==> config.mk <==
export PLATFORM = sky130hd
export DESIGN_NAME = multichannel_slew_rate_limiter_top
export DESIGN_NICKNAME = d
export VERILOG_FILES = /design/src/hw/rtl/slrl_pkg.sv /design/src/hw/rtl/slrl_ram.sv /design/src/hw/rtl/slrl_front.sv /design/src/hw/rtl/slrl_back.sv /design/src/hw/rtl/multichannel_slew_rate_limiter_top.sv
export SDC_FILE = /design/constraint.sdc
export NUM_CORES = 2
export LEC_CHECK = 0
export ABC_AREA = 0
export BUFFER_PORTS_ARGS = -buffer_cell sky130_fd_sc_hd__buf_2
export CORE_MARGIN = 2
export CORE_UTILIZATION = 60
export CTS_CLUSTER_DIAMETER = 50
export CTS_CLUSTER_SIZE = 25
export DETAILED_ROUTE_END_ITERATION = 6
export HOLD_SLACK_MARGIN = 0.06
export PLACE_DENSITY = 0.87
export SETUP_SLACK_MARGIN = 0.2
export SLEW_MARGIN = 40
export SYNTH_ARGS = -nofsm -noshare
export SYNTH_HDL_FRONTEND = slang
export SYNTH_HIERARCHICAL = 1
export SYNTH_SLANG_ARGS = --single-unit
==> constraint.sdc <==
create_clock -name clk -period 22.3 [get_ports clk]
set_input_delay 0 -clock clk [delete_from_list [all_inputs] [get_ports clk]]
set_output_delay 0 -clock clk [all_outputs]
set_load 0.005 [all_outputs]
==> src/hw/rtl/slrl_pkg.sv <==
`timescale 1ns / 1ps
package slrl_pkg;

  // depth of the queue between the front and the back
  localparam int unsigned QDEPTH = 2;
  localparam int unsigned QPTR_W = (QDEPTH > 1) ? $clog2(QDEPTH) : 1;
  localparam int unsigned QCNT_W = $clog2(QDEPTH + 1);

  // fixed payload of one item, everything but the channel index
  typedef struct packed {
    logic signed [31:0] target;
    logic        [30:0] rate_up;
    logic        [30:0] rate_down;
    logic signed [31:0] upper_limit;
    logic signed [31:0] lower_limit;
  } slrl_item_t;

  // status of the back part, seen at the top level
  typedef struct packed {
    logic busy;
    logic adv;
  } slrl_back_stat_t;

  // clamp the previous value, pick the rate, step toward the target
  function automatic logic signed [31:0] slrl_step(
    input logic signed [31:0] prev,
    input slrl_item_t         it
  );
    logic signed [31:0] p;
    logic signed [32:0] d;
    logic        [32:0] m;
    logic               use_up;
    logic        [30:0] rate;
    logic signed [32:0] moved;
    p = prev;
    if (p > it.upper_limit) p = it.upper_limit;
    if (p < it.lower_limit) p = it.lower_limit;
    d = 33'(it.target) - 33'(p);
    m = d[32] ? 33'(-d) : 33'(d);
    use_up = ((it.target > 0) && ((p < 0) || (it.target > p))) ||
             ((it.target < 0) && (p <= 0) && (it.target < p));
    rate = use_up ? it.rate_up : it.rate_down;
    // the step always heads toward the target, so it stays in range
    if (d[32]) begin
      moved = 33'(p) - 33'({2'b00, rate});
    end else begin
      moved = 33'(p) + 33'({2'b00, rate});
    end
    if (m > {2'b00, rate}) begin
      return moved[31:0];
    end
    return it.target;
  endfunction

endpackage

==> src/hw/rtl/slrl_ram.sv <==
`timescale 1ns / 1ps
module slrl_ram #(
  parameter int unsigned WIDTH = 32,
  parameter int unsigned DEPTH = 16,
  parameter int unsigned AW = (DEPTH > 1) ? $clog2(DEPTH) : 1
) (
  input  logic             clk,
  input  logic             we,
  input  logic [AW-1:0]    waddr,
  input  logic [WIDTH-1:0] wdata,
  input  logic             re,
  input  logic [AW-1:0]    raddr,
  output logic [WIDTH-1:0] rdata
);

  logic [WIDTH-1:0] mem [DEPTH];

  // one write port, one registered read port
  always_ff @(posedge clk) begin
    if (we) begin
      mem[waddr] <= wdata;
    end
    if (re) begin
      rdata <= mem[raddr];
    end
  end

endmodule

==> src/hw/rtl/slrl_front.sv <==
`timescale 1ns / 1ps
module slrl_front import slrl_pkg::*; #(
  parameter int unsigned NUM_CHANNELS = 16,
  parameter int unsigned IDX_W = 4
) (
  input  logic               clk,
  input  logic               rst,
  input  logic               in_valid,
  output logic               in_stall,
  input  logic [3:0]         channel,
  input  slrl_item_t         in_item,
  output logic               q_valid,
  input  logic               q_pop,
  output slrl_item_t         q_item,
  output logic [IDX_W-1:0]   q_idx
);

  logic [IDX_W-1:0]  chan_lut [16];
  slrl_item_t        item_q [QDEPTH];
  logic [IDX_W-1:0]  idx_q [QDEPTH];
  logic [QPTR_W-1:0] wr_ptr;
  logic [QPTR_W-1:0] rd_ptr;
  logic [QCNT_W-1:0] count;
  logic              push;
  logic              pop;

  // channel folding table, worked out at elaboration
  for (genvar k = 0; k < 16; k++) begin : g_lut
    localparam int unsigned MK = k % NUM_CHANNELS;
    assign chan_lut[k] = IDX_W'(MK);
  end

  assign in_stall = (count == QCNT_W'(QDEPTH));
  assign push     = in_valid && !in_stall;
  assign q_valid  = (count != '0);
  assign pop      = q_pop && q_valid;
  assign q_item   = item_q[rd_ptr];
  assign q_idx    = idx_q[rd_ptr];

  // queue storage
  always_ff @(posedge clk) begin
    if (push) begin
      item_q[wr_ptr] <= in_item;
      idx_q[wr_ptr]  <= chan_lut[channel];
    end
  end

  // queue pointers and fill count
  always_ff @(posedge clk) begin
    if (rst) begin
      wr_ptr <= '0;
      rd_ptr <= '0;
      count  <= '0;
    end else begin
      if (push) begin
        wr_ptr <= (wr_ptr == QPTR_W'(QDEPTH - 1)) ? '0 : wr_ptr + 1'b1;
      end
      if (pop) begin
        rd_ptr <= (rd_ptr == QPTR_W'(QDEPTH - 1)) ? '0 : rd_ptr + 1'b1;
      end
      if (push && !pop) begin
        count <= count + 1'b1;
      end else if (pop && !push) begin
        count <= count - 1'b1;
      end
    end
  end

endmodule

==> src/hw/rtl/slrl_back.sv <==
`timescale 1ns / 1ps
module slrl_back import slrl_pkg::*; #(
  parameter int unsigned NUM_CHANNELS = 16,
  parameter int unsigned IDX_W = 4
) (
  input  logic               clk,
  input  logic               rst,
  input  logic               q_valid,
  output logic               q_pop,
  input  slrl_item_t         q_item,
  input  logic [IDX_W-1:0]   q_idx,
  output logic               out_valid,
  input  logic               out_stall,
  output logic signed [31:0] limited,
  output slrl_back_stat_t    stat
);

  logic                     b_vld;
  slrl_item_t               b_item;
  logic [IDX_W-1:0]         b_idx;
  logic [NUM_CHANNELS-1:0]  seen;
  logic                     lw_vld;
  logic [IDX_W-1:0]         lw_idx;
  logic signed [31:0]       lw_val;
  logic [31:0]              rd;
  logic signed [31:0]       prev;
  logic signed [31:0]       res;
  logic                     adv;
  logic                     load;

  assign adv   = b_vld && (!out_valid || !out_stall);
  assign load  = q_valid && (!b_vld || adv);
  assign q_pop = load;
  assign stat  = '{busy: b_vld, adv: adv};

  // per-channel state, read when an item leaves the queue
  slrl_ram #(
    .WIDTH (32),
    .DEPTH (NUM_CHANNELS),
    .AW    (IDX_W)
  ) u_state (
    .clk   (clk),
    .we    (adv),
    .waddr (b_idx),
    .wdata (res),
    .re    (load),
    .raddr (q_idx),
    .rdata (rd)
  );

  // newest write wins, unwritten channels read as zero
  always_comb begin
    if (lw_vld && (lw_idx == b_idx)) begin
      prev = lw_val;
    end else if (seen[b_idx]) begin
      prev = $signed(rd);
    end else begin
      prev = '0;
    end
  end

  assign res = slrl_step(prev, b_item);

  // payload registers
  always_ff @(posedge clk) begin
    if (load) begin
      b_item <= q_item;
      b_idx  <= q_idx;
    end
    if (adv) begin
      lw_idx  <= b_idx;
      lw_val  <= res;
      limited <= res;
    end
  end

  // control state
  always_ff @(posedge clk) begin
    if (rst) begin
      b_vld     <= 1'b0;
      out_valid <= 1'b0;
      lw_vld    <= 1'b0;
      seen      <= '0;
    end else begin
      if (load) begin
        b_vld <= 1'b1;
      end else if (adv) begin
        b_vld <= 1'b0;
      end
      if (adv) begin
        out_valid    <= 1'b1;
        lw_vld       <= 1'b1;
        seen[b_idx]  <= 1'b1;
      end else if (!out_stall) begin
        out_valid <= 1'b0;
      end
    end
  end

endmodule

==> src/hw/rtl/multichannel_slew_rate_limiter_top.sv <==
`timescale 1ns / 1ps
// path: queue, then the back part's item register, then the output register
// throughput: one item per cycle while not stalled, set by the channel state
// memory read-modify-write; last write forwarded to the next same-channel item
// reset: synchronous; empties the queue and pipeline and clears the per-channel
// written flags, so every channel reads zero with no clearing pass
module multichannel_slew_rate_limiter_top import slrl_pkg::*; #(
  parameter int unsigned NUM_CHANNELS = 16
) (
  input  logic               clk,
  input  logic               rst,
  input  logic               in_valid,
  output logic               in_stall,
  input  logic [3:0]         channel,
  input  logic signed [31:0] target,
  input  logic [30:0]        rate_up,
  input  logic [30:0]        rate_down,
  input  logic signed [31:0] upper_limit,
  input  logic signed [31:0] lower_limit,
  output logic               out_valid,
  input  logic               out_stall,
  output logic signed [31:0] limited
);

  localparam int unsigned IDX_W = (NUM_CHANNELS > 1) ? $clog2(NUM_CHANNELS) : 1;

  slrl_item_t      in_item;
  slrl_item_t      q_item;
  logic            q_valid;
  logic            q_pop;
  logic [IDX_W-1:0] q_idx;
  slrl_back_stat_t stat;

  assign in_item = '{target: target, rate_up: rate_up, rate_down: rate_down,
                     upper_limit: upper_limit, lower_limit: lower_limit};

  // accept, fold channel, queue
  slrl_front #(
    .NUM_CHANNELS (NUM_CHANNELS),
    .IDX_W        (IDX_W)
  ) u_front (
    .clk      (clk),
    .rst      (rst),
    .in_valid (in_valid),
    .in_stall (in_stall),
    .channel  (channel),
    .in_item  (in_item),
    .q_valid  (q_valid),
    .q_pop    (q_pop),
    .q_item   (q_item),
    .q_idx    (q_idx)
  );

  // state lookup, slew step, output register
  slrl_back #(
    .NUM_CHANNELS (NUM_CHANNELS),
    .IDX_W        (IDX_W)
  ) u_back (
    .clk       (clk),
    .rst       (rst),
    .q_valid   (q_valid),
    .q_pop     (q_pop),
    .q_item    (q_item),
    .q_idx     (q_idx),
    .out_valid (out_valid),
    .out_stall (out_stall),
    .limited   (limited),
    .stat      (stat)
  );

  // pipeline is empty right after reset
  a_reset_empty: assert property (@(posedge clk)
    $past(rst) |-> (!stat.busy && !out_valid))
    else $error("pipeline not empty after reset");

  // a full queue always offers an item to the back
  a_full_has_head: assert property (@(posedge clk) disable iff (rst)
    in_stall |-> q_valid)
    else $error("queue full but no head item");

  // results only move into a free or draining output register
  a_no_overwrite: assert property (@(posedge clk) disable iff (rst)
    stat.adv |-> (!out_valid || !out_stall))
    else $error("output register overwritten while stalled");

endmodule

==> results.txt <==
delay of the slowest cell on the worst path - 0.84 ns
Pre-antenna DRT Iters - 7
Root Buffer Master - clkbuf_16
status - finished with violations
Worst Tran Pin Value - 1.066 ns
post-synth net total - 3460
via count - 31240
vias in the first global route - 31470
initial drt markers - 4556
met3 routed WL - 15950 µm
# Post-CTS Setup Buffers - 0
DRT Wirelength - 140100 µm
RSZ-0062 raised after global routing - no
Layout area overhead - 16.92%
H-tree depth - 3
die height - 290.1 µm
CP Launch Type - register
initial core utilization - 60.76%
Slew Limit Fails - 0
Port Buffers - 199
Crit Path Class - register to register
cell count after synthesis - 3131
number of gates resized after cts - 0
Residual DRC - 8
Top Layer Used - met5
met1 WL - 49840 µm
post-route ant nets - 0
Nets - 3965
Worst Path Arrival - 16.90 ns
DR WL/cell - 29.34 µm
vias per cell - 6.541
TritonCTS clock tree - done
dpl hpwl - 83530 µm
failing checks - design-rule violations
syn avg cell area - 15.68 µm²
Rows - 104
Fin Clk Skew - 0.04643 ns
met2 WL - 66330 µm
Max Cap Violations - 0
Most Frequent Cell on Critical Path - a21o_1
Die ar. - 84140 µm²
Clock Tree Buf Depth - 3
Clock Pin Slew Worst Setup and Hold Paths - 0.08 ns
# fillers - 4802
Total Neg Setup Slack - 0 ns
gpl congestion - 0.9912
Final setup viols - 0
Num Clock Sinks - 1090
crit-path max FO - 40
Num CTS Buffers - 88
worst min-delay path class - input pin to register
crit end category - register
Final Cycle Share - 73.95%
maximum clock frequency - 60.64 MHz
synth warn - 6
Post-Syn Area - 49100 µm²
All-Layer GR Usage - 33.05%
Max transition margin - 28.27%
first-pass GRT wire length - 204100 µm
core area - 80810 µm²
CP required - 22.71 ns
minimum clock period - 16.49 ns
worst-skew pair later-pin latency - 0.69 ns
proportion of layout cells with a drive suffix above 1 - 21.64%
initial antenna violation count - 9
pin count of the biggest net entering global routing - 80
I/O pin count - 200
final-report hold violation count - 0
die width - 290.1 µm
gr ovfl total - 0
slowest CP cell - edfxtp_1
per-stage QoR:
stage | utilization, % | cell area, µm² | hold WS, ns | instances | setup WS (ns)
floorplan | - | 49100 | 0.06907 | 3131 | 7.760
global placement | 63.53 | 51330 | 0.1865 | 4325 | 5.598
detailed placement | 63.65 | 51440 | 0.1907 | 4328 | 6.223
CTS | 70.98 | 57360 | 0.06153 | 4770 | 6.181
global route | 71.04 | 57410 | 0.06396 | 4773 | 4.715
finish | 71.05 | 57410 | 0.06897 | 4775 | 5.809
cell usage in the layout (no fill, tap or decap), types with 28 or more instances in the layout:
cell / n
a21o_1: 72
buf_2: 199
a21oi_1: 131
mux2i_1: 33
xor2_1: 46
nand2_1: 190
nor3_1: 40
a22oi_1: 66
nor4_1: 33
mux2_2: 85
xnor2_1: 70
nand3_1: 28
and2_1: 35
mux4_2: 132
ha_1: 163
clkbuf_16: 88
o21ai_0: 125
buf_4: 46
nor2_1: 105
dlygate4sd3_1: 277
inv_1: 135
edfxtp_1: 1066
mux2_4: 82
nand4_1: 35
worst max-delay path: cells and delay by family (launching register included):
kind	cells	cell delay [ns]
xor gates and xnor gates	1	0.38
adders and majority gates	5	1.63
muxes	3	1.26
DFF	1	0.84
and+or+nand+nor	19	3.98
buffers and inverters	9	1.84
AOI/OAI and AO/OA	27	6.28
area by class of cell:
cell class	instances	area, µm²	area share (%)
Antenna cell	4	10.01	0.01744
Timing Repair Buffer	529	4202	7.318
Sequential cell	1090	32490	56.60
Multi-Input combinational cell	1791	15710	27.37
Clock inverter	74	924.6	1.611
Tap cell	1060	1326	2.310
Clock buffer	91	2223	3.873
Inverter	136	515.5	0.8979
layer usage:
| metal | up-vias | GRT usage (%) |
|---|---|---|
| li1 | 13210 | - |
| met1 | 15240 | 42.15 |
| met2 | 2266 | 53.93 |
| met3 | 509 | 8.004 |
| met4 | 10 | 15.36 |
| met5 | - | 0 |
flip-flops by register name, summed over array words and instances (netlist names), named ones only:
| register | count |
|---|---|
| u_back/b_item | 158 |
| u_back/lw_idx | 4 |
| u_back/lw_val | 32 |
| u_back/out_valid | 1 |
| u_back/b_vld | 1 |
| u_front/count | 2 |
| u_back/b_idx | 4 |
| u_back/u_state/rdata | 32 |
| u_front/wr_ptr | 1 |
| u_back/u_state/mem | 512 |
| u_front/idx_q | 8 |
| u_back/seen | 16 |
| u_front/rd_ptr | 1 |
| u_front/item_q | 316 |
| u_back/lw_vld | 1 |
final timing paths:
| check | from | to | slack, ns | depth (start not counted) |
|---|---|---|---|---|
| hold / removal | lower_limit[24] | u_front/item_q[0][24] | 0.07 | 2 |
| hold reg to reg | u_back/seen[6] | u_back/seen[6] | 0.47 | 2 |
| setup / recovery | u_back/b_idx[0] | u_back/u_state/mem[10][29] | 5.81 | 64 |
| setup reg to reg | u_back/b_idx[0] | u_back/u_state/mem[10][29] | 5.81 | 64 |
repair_timing:
item,4_1_cts,5_1_grt
setup endpoints to repair,0,0
hold endpoints to repair,348,0
hold buffers,277,0
Power is not shown: default switching activity piles up to over one toggle a cycle in this logic, so the estimate is an artifact.
